==> src/rtl/sds_pkg.sv <==
// Shared constants, types and month tables for the seconds-to-date converter.
package sds_pkg;

    // Reciprocal multipliers for exact division by constants.
    // x/60 = (x>>2)/15 on 30 bits: floor(x * ceil(2^34/15) / 2^34)
    localparam logic [30:0] DIV60A_MUL = 31'd1145324613;
    localparam int unsigned DIV60A_SHIFT = 34;
    // x/60 = (x>>2)/15 on 25 bits: floor(x * ceil(2^28/15) / 2^28)
    localparam logic [24:0] DIV60B_MUL = 25'd17895698;
    localparam int unsigned DIV60B_SHIFT = 28;
    // x/24 = (x>>3)/3 on 18 bits: floor(x * ceil(2^20/3) / 2^20)
    localparam logic [18:0] DIV24_MUL = 19'd349526;
    localparam int unsigned DIV24_SHIFT = 20;
    // x/1461 on 16 bits: floor(x * ceil(2^27/1461) / 2^27)
    localparam logic [16:0] DIV1461_MUL = 17'd91868;
    localparam int unsigned DIV1461_SHIFT = 27;
    // x/365 on 16 bits: floor(x * ceil(2^25/365) / 2^25)
    localparam logic [16:0] DIV365_MUL = 17'd91930;
    localparam int unsigned DIV365_SHIFT = 25;

    localparam logic [15:0] LEAP_BIAS = 16'd1096;   // 3*365 + 1
    localparam logic [8:0]  DAYS_PER_YEAR = 9'd365;
    localparam logic [11:0] BASE_YEAR = 12'd2000;
    localparam int unsigned MONTHS = 12;
    localparam logic [3:0]  LAST_MONTH = 4'd12;
    localparam logic [4:0]  LAST_DAY = 5'd31;

    // Last day of year of each month, and day count before each month.
    localparam logic [8:0] MONTH_END_NORM [MONTHS] =
        '{9'd31, 9'd59, 9'd90, 9'd120, 9'd151, 9'd181,
          9'd212, 9'd243, 9'd273, 9'd304, 9'd334, 9'd365};
    localparam logic [8:0] MONTH_END_LEAP [MONTHS] =
        '{9'd31, 9'd60, 9'd91, 9'd121, 9'd152, 9'd182,
          9'd213, 9'd244, 9'd274, 9'd305, 9'd335, 9'd366};
    localparam logic [8:0] MONTH_START_NORM [MONTHS] =
        '{9'd0, 9'd31, 9'd59, 9'd90, 9'd120, 9'd151,
          9'd181, 9'd212, 9'd243, 9'd273, 9'd304, 9'd334};
    localparam logic [8:0] MONTH_START_LEAP [MONTHS] =
        '{9'd0, 9'd31, 9'd60, 9'd91, 9'd121, 9'd152,
          9'd182, 9'd213, 9'd244, 9'd274, 9'd305, 9'd335};

    typedef struct packed {
        logic [4:0] hours;
        logic [5:0] minutes;
        logic [5:0] seconds;
    } t_tod;

endpackage

==> src/rtl/seconds_since_2000_to_date.sv <==
// Top level: seconds since 2000-01-01 00:00:00 to calendar date and time.
//
// Converts a 32-bit count of seconds since 2000-01-01 00:00:00 into year,
// month, day, hours, minutes and seconds. The block accepts one transfer
// per clock when the output side does not stall; every stage is one
// register deep and holds one reciprocal multiplier or one add-and-compare,
// so the clock rate is set by the widest multiplier (30 by 31 bits, in the
// first stage). Stalls back up stage by stage: a stage that holds a bubble
// still takes a new item, so o_stall rises only when all eight stages are
// full. Every year divisible by four is a leap year, so dates are exact
// through 2099 and follow the same rule up to the top of the input range
// in 2136.
module seconds_since_2000_to_date (
    input  logic        i_clk,
    input  logic        i_rst_n,
    input  logic        i_valid,
    output logic        o_stall,
    input  logic [31:0] i_timestamp_seconds,
    output logic        o_valid,
    input  logic        i_stall,
    output logic [11:0] o_year,
    output logic [3:0]  o_month,
    output logic [4:0]  o_day,
    output logic [4:0]  o_hours,
    output logic [5:0]  o_minutes,
    output logic [5:0]  o_seconds
);
    import sds_pkg::*;

    // Time-of-day to year handshake
    logic        w_tod_valid;
    logic        w_tod_stall;
    logic [15:0] w_days;
    t_tod        w_tod_a;

    // Year to month handshake
    logic        w_yr_valid;
    logic        w_yr_stall;
    logic [7:0]  w_yr;
    logic [8:0]  w_doy;
    logic        w_leap;
    t_tod        w_tod_b;

    t_tod        w_tod_out;

    // Split off seconds, minutes and hours; leave a whole day count
    sds_tod u_tod (
        .i_clk               (i_clk),
        .i_rst_n             (i_rst_n),
        .i_valid             (i_valid),
        .o_stall             (o_stall),
        .i_timestamp_seconds (i_timestamp_seconds),
        .o_valid             (w_tod_valid),
        .i_stall             (w_tod_stall),
        .o_days              (w_days),
        .o_tod               (w_tod_a)
    );

    // Resolve the year through the four-year cycle, then the day of year
    sds_year u_year (
        .i_clk   (i_clk),
        .i_rst_n (i_rst_n),
        .i_valid (w_tod_valid),
        .o_stall (w_tod_stall),
        .i_days  (w_days),
        .i_tod   (w_tod_a),
        .o_valid (w_yr_valid),
        .i_stall (w_yr_stall),
        .o_yr    (w_yr),
        .o_doy   (w_doy),
        .o_leap  (w_leap),
        .o_tod   (w_tod_b)
    );

    // Look up month and day of month; hold the result for the output transfer
    sds_month u_month (
        .i_clk   (i_clk),
        .i_rst_n (i_rst_n),
        .i_valid (w_yr_valid),
        .o_stall (w_yr_stall),
        .i_yr    (w_yr),
        .i_doy   (w_doy),
        .i_leap  (w_leap),
        .i_tod   (w_tod_b),
        .o_valid (o_valid),
        .i_stall (i_stall),
        .o_year  (o_year),
        .o_month (o_month),
        .o_day   (o_day),
        .o_tod   (w_tod_out)
    );

    assign o_hours   = w_tod_out.hours;
    assign o_minutes = w_tod_out.minutes;
    assign o_seconds = w_tod_out.seconds;
endmodule

==> src/rtl/sds_tod.sv <==
// Time-of-day split: seconds, minutes, hours and whole day count, four stages.
module sds_tod (
    input  logic                i_clk,
    input  logic                i_rst_n,
    input  logic                i_valid,
    output logic                o_stall,
    input  logic [31:0]         i_timestamp_seconds,
    output logic                o_valid,
    input  logic                i_stall,
    output logic [15:0]         o_days,
    output sds_pkg::t_tod       o_tod
);
    import sds_pkg::*;

    logic        r_vld_a, r_vld_b, r_vld_c, r_vld_d;
    logic        w_rdy_a, w_rdy_b, w_rdy_c, w_rdy_d;

    logic [60:0] r_p1;
    logic [5:0]  r_t_lo;
    logic [49:0] r_p2;
    logic [26:0] r_q1;
    logic [5:0]  r_sec_b;
    logic [36:0] r_p3;
    logic [4:0]  r_q2_lo;
    logic [5:0]  r_min_c;
    logic [5:0]  r_sec_c;
    logic [15:0] r_days;
    t_tod        r_tod;

    logic [60:0] n_p1;
    logic [26:0] w_q1;
    logic [49:0] n_p2;
    logic [5:0]  n_sec;
    logic [20:0] w_q2;
    logic [36:0] n_p3;
    logic [5:0]  n_min;
    logic [15:0] w_days;
    logic [4:0]  n_hr;

    assign w_rdy_d = !r_vld_d || !i_stall;
    assign w_rdy_c = !r_vld_c || w_rdy_d;
    assign w_rdy_b = !r_vld_b || w_rdy_c;
    assign w_rdy_a = !r_vld_a || w_rdy_b;
    assign o_stall = !w_rdy_a;

    // q1 = t/60; remainder from t - 60*q1 = t + 4*q1 (mod 64)
    assign n_p1  = 61'(i_timestamp_seconds[31:2]) * 61'(DIV60A_MUL);
    assign w_q1  = r_p1[DIV60A_SHIFT +: 27];
    assign n_sec = r_t_lo + {w_q1[3:0], 2'b00};
    assign n_p2  = 50'(w_q1[26:2]) * 50'(DIV60B_MUL);
    // q2 = q1/60
    assign w_q2  = r_p2[DIV60B_SHIFT +: 21];
    assign n_min = r_q1[5:0] + {w_q2[3:0], 2'b00};
    assign n_p3  = 37'(w_q2[20:3]) * 37'(DIV24_MUL);
    // days = q2/24; hours = q2 - 24*days = q2 + 8*days (mod 32)
    assign w_days = r_p3[DIV24_SHIFT +: 16];
    assign n_hr   = r_q2_lo + {w_days[1:0], 3'b000};

    always_ff @(posedge i_clk) begin
        if (!i_rst_n) begin
            r_vld_a <= 1'b0;
            r_vld_b <= 1'b0;
            r_vld_c <= 1'b0;
            r_vld_d <= 1'b0;
        end else begin
            if (w_rdy_a) r_vld_a <= i_valid;
            if (w_rdy_b) r_vld_b <= r_vld_a;
            if (w_rdy_c) r_vld_c <= r_vld_b;
            if (w_rdy_d) r_vld_d <= r_vld_c;
        end
    end

    always_ff @(posedge i_clk) begin
        if (w_rdy_a && i_valid) begin
            r_p1   <= n_p1;
            r_t_lo <= i_timestamp_seconds[5:0];
        end
        if (w_rdy_b && r_vld_a) begin
            r_p2    <= n_p2;
            r_q1    <= w_q1;
            r_sec_b <= n_sec;
        end
        if (w_rdy_c && r_vld_b) begin
            r_p3    <= n_p3;
            r_q2_lo <= w_q2[4:0];
            r_min_c <= n_min;
            r_sec_c <= r_sec_b;
        end
        if (w_rdy_d && r_vld_c) begin
            r_days        <= w_days;
            r_tod.hours   <= n_hr;
            r_tod.minutes <= r_min_c;
            r_tod.seconds <= r_sec_c;
        end
    end

    assign o_valid = r_vld_d;
    assign o_days  = r_days;
    assign o_tod   = r_tod;
endmodule

==> src/rtl/sds_year.sv <==
// Year and day-of-year from the day count, three stages.
module sds_year (
    input  logic                i_clk,
    input  logic                i_rst_n,
    input  logic                i_valid,
    output logic                o_stall,
    input  logic [15:0]         i_days,
    input  sds_pkg::t_tod       i_tod,
    output logic                o_valid,
    input  logic                i_stall,
    output logic [7:0]          o_yr,
    output logic [8:0]          o_doy,
    output logic                o_leap,
    output sds_pkg::t_tod       o_tod
);
    import sds_pkg::*;

    logic        r_vld_e, r_vld_f, r_vld_g;
    logic        w_rdy_e, w_rdy_f, w_rdy_g;

    logic [32:0] r_p4;
    logic [15:0] r_days_e;
    t_tod        r_tod_e;
    logic [32:0] r_p5;
    logic [15:0] r_days_f;
    t_tod        r_tod_f;
    logic [7:0]  r_yr;
    logic [8:0]  r_doy;
    logic        r_leap;
    t_tod        r_tod_g;

    logic [32:0] n_p4;
    logic [5:0]  w_leaps;
    logic [15:0] w_dl;
    logic [32:0] n_p5;
    logic [7:0]  w_yr;
    logic [16:0] w_yr_days;
    logic [16:0] n_doy;

    assign w_rdy_g = !r_vld_g || !i_stall;
    assign w_rdy_f = !r_vld_f || w_rdy_g;
    assign w_rdy_e = !r_vld_e || w_rdy_f;
    assign o_stall = !w_rdy_e;

    // Completed leap days, then the year offset
    assign n_p4    = 33'(i_days + LEAP_BIAS) * 33'(DIV1461_MUL);
    assign w_leaps = r_p4[DIV1461_SHIFT +: 6];
    assign w_dl    = r_days_e - 16'(w_leaps);
    assign n_p5    = 33'(w_dl) * 33'(DIV365_MUL);
    assign w_yr    = r_p5[DIV365_SHIFT +: 8];
    // First day of the year: yr*365 + (yr+3)/4
    assign w_yr_days = 17'(w_yr) * 17'(DAYS_PER_YEAR)
                     + 17'((9'(w_yr) + 9'd3) >> 2);
    assign n_doy     = 17'(r_days_f) - w_yr_days + 17'd1;

    always_ff @(posedge i_clk) begin
        if (!i_rst_n) begin
            r_vld_e <= 1'b0;
            r_vld_f <= 1'b0;
            r_vld_g <= 1'b0;
        end else begin
            if (w_rdy_e) r_vld_e <= i_valid;
            if (w_rdy_f) r_vld_f <= r_vld_e;
            if (w_rdy_g) r_vld_g <= r_vld_f;
        end
    end

    always_ff @(posedge i_clk) begin
        if (w_rdy_e && i_valid) begin
            r_p4     <= n_p4;
            r_days_e <= i_days;
            r_tod_e  <= i_tod;
        end
        if (w_rdy_f && r_vld_e) begin
            r_p5     <= n_p5;
            r_days_f <= r_days_e;
            r_tod_f  <= r_tod_e;
        end
        if (w_rdy_g && r_vld_f) begin
            r_yr    <= w_yr;
            r_doy   <= n_doy[8:0];
            r_leap  <= (w_yr[1:0] == 2'b00);
            r_tod_g <= r_tod_f;
        end
    end

    assign o_valid = r_vld_g;
    assign o_yr    = r_yr;
    assign o_doy   = r_doy;
    assign o_leap  = r_leap;
    assign o_tod   = r_tod_g;
endmodule

==> src/rtl/sds_month.sv <==
// Month and day-of-month lookup plus the registered result stage.
module sds_month (
    input  logic                i_clk,
    input  logic                i_rst_n,
    input  logic                i_valid,
    output logic                o_stall,
    input  logic [7:0]          i_yr,
    input  logic [8:0]          i_doy,
    input  logic                i_leap,
    input  sds_pkg::t_tod       i_tod,
    output logic                o_valid,
    input  logic                i_stall,
    output logic [11:0]         o_year,
    output logic [3:0]          o_month,
    output logic [4:0]          o_day,
    output sds_pkg::t_tod       o_tod
);
    import sds_pkg::*;

    logic        r_vld_h;
    logic        w_rdy_h;
    logic [11:0] r_year;
    logic [3:0]  r_month;
    logic [4:0]  r_day;
    t_tod        r_tod;

    logic [3:0]  n_month;
    logic [4:0]  n_day;

    assign w_rdy_h = !r_vld_h || !i_stall;
    assign o_stall = !w_rdy_h;

    // First month whose end reaches the day of year; scan downward so the
    // earliest match wins.
    always_comb begin
        logic [8:0] v_end;
        logic [8:0] v_start;
        n_month = LAST_MONTH;
        n_day   = LAST_DAY;
        for (int i = MONTHS - 1; i >= 0; i--) begin
            v_end   = i_leap ? MONTH_END_LEAP[i] : MONTH_END_NORM[i];
            v_start = i_leap ? MONTH_START_LEAP[i] : MONTH_START_NORM[i];
            if (i_doy <= v_end) begin
                n_month = 4'(i + 1);
                n_day   = 5'(i_doy - v_start);
            end
        end
    end

    always_ff @(posedge i_clk) begin
        if (!i_rst_n) begin
            r_vld_h <= 1'b0;
        end else if (w_rdy_h) begin
            r_vld_h <= i_valid;
        end
    end

    always_ff @(posedge i_clk) begin
        if (w_rdy_h && i_valid) begin
            r_year  <= 12'(i_yr) + BASE_YEAR;
            r_month <= n_month;
            r_day   <= n_day;
            r_tod   <= i_tod;
        end
    end

    assign o_valid = r_vld_h;
    assign o_year  = r_year;
    assign o_month = r_month;
    assign o_day   = r_day;
    assign o_tod   = r_tod;
endmodule
==> config.mk <==
export PLATFORM = sky130hd
export DESIGN_NAME = seconds_since_2000_to_date
export DESIGN_NICKNAME = d
export VERILOG_FILES = /design/src/rtl/sds_pkg.sv /design/src/rtl/seconds_since_2000_to_date.sv /design/src/rtl/sds_tod.sv /design/src/rtl/sds_year.sv /design/src/rtl/sds_month.sv
export SDC_FILE = /design/constraint.sdc
export NUM_CORES = 2
export LEC_CHECK = 0
export ABC_AREA = 1
export BUFFER_PORTS_ARGS = -buffer_cell sky130_fd_sc_hd__buf_2
export CAP_MARGIN = 20
export CORE_UTILIZATION = 35
export DETAILED_ROUTE_END_ITERATION = 10
export PLACE_DENSITY = 0.55
export SYNTH_ARGS = -nofsm -noshare
export SYNTH_HDL_FRONTEND = slang
export SYNTH_HIERARCHICAL = 1
export SYNTH_SLANG_ARGS = --single-unit
==> constraint.sdc <==
create_clock -name i_clk -period 17.4 [get_ports i_clk]
set_input_delay 2.61 -clock i_clk [delete_from_list [all_inputs] [get_ports i_clk]]
set_output_delay 2.61 -clock i_clk [all_outputs]
set_load 0.01 [all_outputs]
* Yosys cells after proc, flatten, opt, wreduce, memory -nomap -nowiden
Cells that the tools add are included.
Storage, ports and cells: input port bits 36, word-level logic and storage cells 146, memory bits (writable) 0, output and inout port bits 40, register bits 415, bits in latches 0, ROM bits 0, memories 0
Cells by class: equality and inequality tests 0, reduce and logical (&&, ||, !) cells 29, shift-type cells 0, $lt $le $gt $ge 12, divide/modulo/power cells 0, bitwise gates (word level) 0, multipliers 6, mux-type cells 33, add/sub/neg operators 21
Operators with widths (number):
- multiplier 30 x 31 -> 61 bit, second input constant | 1
- two-way mux 5 bit | 12
- subtractor 5 bit | 10
- multiplier 25 x 24 -> 48 bit, second input constant | 1
- less-or-equal comparator 9 x 8 -> 1 bit | 4
- less-or-equal comparator 9 bit | 4
- multiplier 18 x 18 -> 35 bit, second input constant | 1
- multiplier 33 x 15 -> 31 bit, second input constant | 1
- multiplier 16 x 16 -> 32 bit, second input constant | 1
- two-way mux 3 bit | 7
- less-or-equal comparator 9 x 7 -> 1 bit | 2
- adder 16 x 11 -> 17 bit, second input constant | 1
- two-way mux 4 bit | 4
- subtractor 16 x 6 -> 16 bit | 1
- adder 6 bit | 2
- adder 8 x 11 -> 12 bit, second input constant | 1
- logical NOT 1 bit | 10
- two-way mux 2 bit | 5
- adder 8 x 2 -> 9 bit, second input constant | 1
- adder 9 x 1 -> 9 bit, second input constant | 1
- adder 9 bit | 1
- less-or-equal comparator 9 x 5 -> 1 bit, second input constant | 1
- less-or-equal comparator 9 x 6 -> 1 bit | 1
- multiplier 8 x 9 -> 9 bit, second input constant | 1
- other kinds (9) | 27

* Logic depth before layout (Yosys ltp)
word-level depth 14, depth in mapped cells 37, depth with buffers taken out 37

* Modules after synthesis
Netlist, hierarchy kept.
By module, submodules not included:
- sds_tod | instances 1, cells each 3222, area an instance 27694.1 um^2, seq. area each 4043.9 um^2
- sds_year | instances 1, cells each 1921, area an instance 16719.8 um^2, seq. area each 3303.2 um^2
- sds_month | instances 1, cells each 411, area an instance 3113.0 um^2, seq. area each 1131.1 um^2

* Worst setup path before layout
Ideal clock, no wire load.
path kind input to register, start point input i_timestamp_seconds[27], end point register u_tod.r_p1[53] (data pin), setup slack 9.983 ns, buffers on the path 0, library setup time 0.253 ns, data arrival time 7.164 ns, data required time 17.147 ns, cell stages on the path 23, path through ha_1 > inv_1 > fa_1 > inv_1 > fa_1 > inv_1 > fa_1 > inv_1 > fa_1 > inv_1 > fa_1 > inv_1 > ha_1 > ha_1 > nand2_2 > nor2_2 > inv_2 > nor2_2 > inv_2 > o21ai_2 > nand2_1 > nand4_1 > nand2_1
Between the ends: cells in the longest elaborated chain, start to end 1
Ends and longest elaborated chain:
- start, declared | line seconds_since_2000_to_date.sv:18 | input logic [31:0] i_timestamp_seconds,
- multiplier 30 x 31 -> 61 bit | line sds_tod.sv:47 | assign n_p1 = 61'(i_timestamp_seconds[31:2]) * 61'(DIV60A_MUL);
- named net u_tod.n_p1[53] | line sds_tod.sv:30 | logic [60:0] n_p1;
- end signal, assigned | line sds_tod.sv:75 | r_p1 <= n_p1;
- end, declared | line sds_tod.sv:18 | logic [60:0] r_p1;
The timed path passes the listed nets, and every way through them passes these cells. A chain may end at the register's enable or synchronous reset.

* Final worst setup path
start point input i_timestamp_seconds[18], end point register u_tod.r_p1[57] (data pin)
The elaborated chain is that of the path after synthesis.

==> results.txt <==
- The flow ran to the end, and the final reports show no timing, DRC or antenna violations.
- Pin count of the biggest net entering global routing: 40
* Met3 routed WL: 2910 um
- Category of the critical setup timing path: input port to register
- Yosys mapped the design onto 60 distinct sky130hd cell types.
* Capturing element type of the critical path: register
- Prevailing post-synth register cell: sky130_fd_sc_hd__edfxtp_1
* Routed metal-1 wire length: 55,400 um
* Share of cells above drive strength 1: 0.0535
- Ant diodes: 0
* Type of the most critical hold path: register to register
* Max capacitance violation total: 0
* Slew of the pin with the lowest slew margin: 1.02 ns
- Setup repair after global routing left no endpoint under its margin.
- The first global-routing pass estimated 201,000 um of wire.
- For this configuration, the core starts out at a cell density of 0.354.
- The clock net in this run drives a total of 285 sinks.
* Critical path launch point: i_timestamp_seconds[18]
- Of the post-synthesis cell area, the dominant cell type holds 0.255.
- The most common cell in the synthesized netlist is sky130_fd_sc_hd__inv_1.
- Total length of routed met2 wires: 63,800 um
- Layout overhead on the synthesized area: 8.06%
- After synthesis, the share of flip-flops with an asynchronous set or reset is 0.
* Hold-fix buffers, CTS: 0
* Residual antenna-violating net count after detailed routing: 0
- When the netlist entered floorplanning its net count stood at 7,077.
* Top routing layer in use: met4
* Buffer type at the clock tree root: sky130_fd_sc_hd__clkbuf_16
- The routed design has 126,000 um of wire.
* Final setup TNS: 0 ns
- Post-CTS Resized: 0
* Number of antenna violations at the first check in global routing: 1
* Yosys warns: 6
- TritonCTS built the clock tree.
- Required time reported for the critical path endpoint: 17.72 ns
- Final count of negative-setup-slack endpoints: 0
- The worst hold path was traced through 0 stages.
- R2R setup slack: 10.16 ns
* Final layout net count: 7,192
- The endpoint identified for the worst register-to-register timing path is u_year/r_p4[29]$_DFFE_PP_.
- Measured along the y axis, the die boundary spans 371 um.
- Buffers inserted during post-CTS setup optimization: 0
- The count of buffers added on input and output ports is 75.
- Via count of the first global-routing pass: 36,800
- Across every metal layer, demand over resource in global routing totals 0.187.
* Dominant cells by area after synthesis: sky130_fd_sc_hd__ha_1 (25%), sky130_fd_sc_hd__fa_1 (22%), sky130_fd_sc_hd__edfxtp_1 (18%)
* Post-synthesis sequential element count: 285
- The congestion estimate from routability-driven global placement came to 0.936.
- The synthesized netlist occupies a cell area of 47,500 sq um.
- Total area of multi-input combinational cells: 33,700 sq um
- The final-report hold violation count came to 0.
- Final period util: 0.428
- In this run, synthesis inferred 277 flip-flops with an integrated enable.
* IO Pins: 76
- Number of buffers inserted during clock tree synthesis: 36
- Number of filler cells placed in the layout: 13,800
- On the final layout, the worst clock skew is 0.0227 ns.
* Data arrival time of the worst path: 7.77 ns
- Estimated wirelength of the detail-placed design: 112,000 um
- Dividing the detail-routed via count by the number of cells gives 4.70.
* Pins over their slew limit: 0
* CP Max Fanout: 4
- Sequential cell area: 8480 sq um
* Commonest cells in the synthesized netlist: sky130_fd_sc_hd__inv_1 (1,368), sky130_fd_sc_hd__nand2_1 (1,024), sky130_fd_sc_hd__ha_1 (968), sky130_fd_sc_hd__fa_1 (519), sky130_fd_sc_hd__nor2_1 (376)
* DR iter-0 viols: 1,512
- After global routing the overflow that remains totals 0.
* Time the final worst path needs with I/O delays and setup: 7.45 ns
* Routed vias: 35,100
* Wire length per cell after detailed routing: 16.9 um
- CTS H-Tree Depth: 2
- The share of the Yosys chip area taken by registers is 0.178.
- Headroom to the max-slew limit came out at 0.319.
- In this run the most critical hold path is launched from u_tod/r_q1[1]$_DFFE_PP_.
- The core region is 134,000 sq um.
- Worst-path clk slew: 0.07 ns
- The die covers 137,000 sq um.
* Sink of the worst hold path: u_tod/r_min_c[1]$_DFFE_PP_
- Based on the critical path, the design can be clocked at up to 134 MHz.
- STA classifies the critical path startpoint as an input port.
* Clock latency of the later-clocked register in the worst-skew pair: 0.57 ns
- DRC violation count after routing: 0
- Chip Width: 371 um
- Number of optimization iterations in the first detailed-route pass: 5
- The average instance in the mapped netlist occupies 8.56 sq um.
- Synthesis produced 5,554 cells.
- Maximum buffer depth of the clock tree: 3
* Largest area contributor in the netlist: sky130_fd_sc_hd__ha_1
- The initialized floorplan defines 134 standard-cell rows.
- For the worst flop-to-flop path, the logic depth is 27.
- Reg2reg start: u_tod/o_days[3]$_DFFE_PP_
worst max path at each step:
stage / to / slack, ns / depth (start not counted)
after global routing: u_tod/r_p1[53]$_DFFE_PP_ / 9.66 / 23
final: u_tod/r_p1[57]$_DFFE_PP_ / 9.95 / 20
after CTS: u_tod/r_p1[53]$_DFFE_PP_ / 9.99 / 23
after floorplan: u_tod/r_p1[53]$_DFFE_PP_ / 9.98 / 23
after detailed placement: u_tod/r_p1[44]$_DFFE_PP_ / 9.38 / 23
after global placement: u_tod/r_p1[49]$_DFFE_PP_ / 9.36 / 20
cells by family (layout without fill, tap and decap cells):
kind of cell,after synthesis,count (layout),synth area share
flip-flops,285,285,0.178
buffers and inverters,1418,1560,0.113
XOR/XNOR,93,93,0.0177
AO/OA/AOI/OAI,486,486,0.0582
AND/OR/NAND/NOR,1785,1785,0.159
adder cells (fa/ha/maj),1487,1487,0.473
stage by stage:
step                hold slack [ns]  setup WS (ns)  utilization  std cells  cell area, sq um
floorplan                     0.400           9.98            -       5554             47500
global placement              0.400           9.36        0.374       7398             50200
detailed placement            0.405           9.38        0.374       7398             50200
CTS                           0.413           9.99        0.383       7463             51300
global route                  0.420           9.66        0.383       7464             51400
finish                        0.406           9.95        0.383       7464             51400
state kept, by name, indices dropped and copies added (netlist names), 17 cells and up:
register and cells:
u_tod/r_p1 29, u_month/o_tod 17, u_tod/r_p2 21, u_year/r_tod_e 17, u_year/r_tod_f 17, u_tod/o_tod 17, u_year/o_tod 17
layout make-up:
| class | count | area share |
|---|---|---|
| multi-input combinational | 3851 | 0.656 |
| sequential | 285 | 0.165 |
| inverter | 1405 | 0.103 |
| tap | 1768 | 0.0431 |
| clock buffer | 41 | 0.0179 |
| timing repair buffer | 90 | 0.00975 |
| clock inverter | 24 | 0.00499 |
cells in the final DEF (no fill, tap or decap), types with 7 or more instances in the layout:
cell	n
sky130_fd_sc_hd__nand2_2	35
sky130_fd_sc_hd__nand3_1	173
sky130_fd_sc_hd__nor3_1	37
sky130_fd_sc_hd__nand4_1	51
sky130_fd_sc_hd__o21ai_0	120
sky130_fd_sc_hd__nor3_2	7
sky130_fd_sc_hd__nor2_1	372
sky130_fd_sc_hd__xor2_1	62
sky130_fd_sc_hd__ha_1	968
sky130_fd_sc_hd__o21bai_1	30
sky130_fd_sc_hd__edfxtp_1	277
sky130_fd_sc_hd__xnor2_1	29
sky130_fd_sc_hd__o21ai_1	16
sky130_fd_sc_hd__nor2_2	34
sky130_fd_sc_hd__nand2_1	1024
sky130_fd_sc_hd__fa_1	519
sky130_fd_sc_hd__nand3b_1	12
sky130_fd_sc_hd__a21boi_0	7
sky130_fd_sc_hd__buf_4	14
sky130_fd_sc_hd__nor2_4	11
sky130_fd_sc_hd__a21o_1	18
sky130_fd_sc_hd__dfxtp_1	8
sky130_fd_sc_hd__inv_2	35
sky130_fd_sc_hd__clkbuf_16	36
sky130_fd_sc_hd__inv_1	1368
sky130_fd_sc_hd__buf_2	75
sky130_fd_sc_hd__o21a_1	18
sky130_fd_sc_hd__a21oi_1	240
worst max-delay path: stages:
cell and delay [ns]:
sky130_fd_sc_hd__buf_2 0.13, sky130_fd_sc_hd__ha_1 0.31, sky130_fd_sc_hd__ha_1 0.29, sky130_fd_sc_hd__inv_1 0.10
sky130_fd_sc_hd__fa_1 0.68, sky130_fd_sc_hd__inv_1 0.10, sky130_fd_sc_hd__fa_1 0.51, sky130_fd_sc_hd__fa_1 0.54
sky130_fd_sc_hd__inv_1 0.05, sky130_fd_sc_hd__fa_1 0.52, sky130_fd_sc_hd__inv_1 0.04, sky130_fd_sc_hd__ha_1 0.28
sky130_fd_sc_hd__ha_1 0.34, sky130_fd_sc_hd__nand2_1 0.13, sky130_fd_sc_hd__o21ai_0 0.48, sky130_fd_sc_hd__a21oi_1 0.19
sky130_fd_sc_hd__o21ai_1 0.21, sky130_fd_sc_hd__nand2_1 0.09, sky130_fd_sc_hd__nand4_1 0.10, sky130_fd_sc_hd__nand2_1 0.06
per-layer routing:
| metal | track usage | up-vias |
|---|---|---|
| li1 | - | 17700 |
| met1 | 0.231 | 16700 |
| met2 | 0.344 | 522 |
| met3 | 0.0121 | 149 |
| met4 | 0.0590 | 0 |
| met5 | 0 | - |
Power is left out: the tool's default activity adds up to more than one toggle a clock period on the data nets, which glitch-free logic cannot reach.
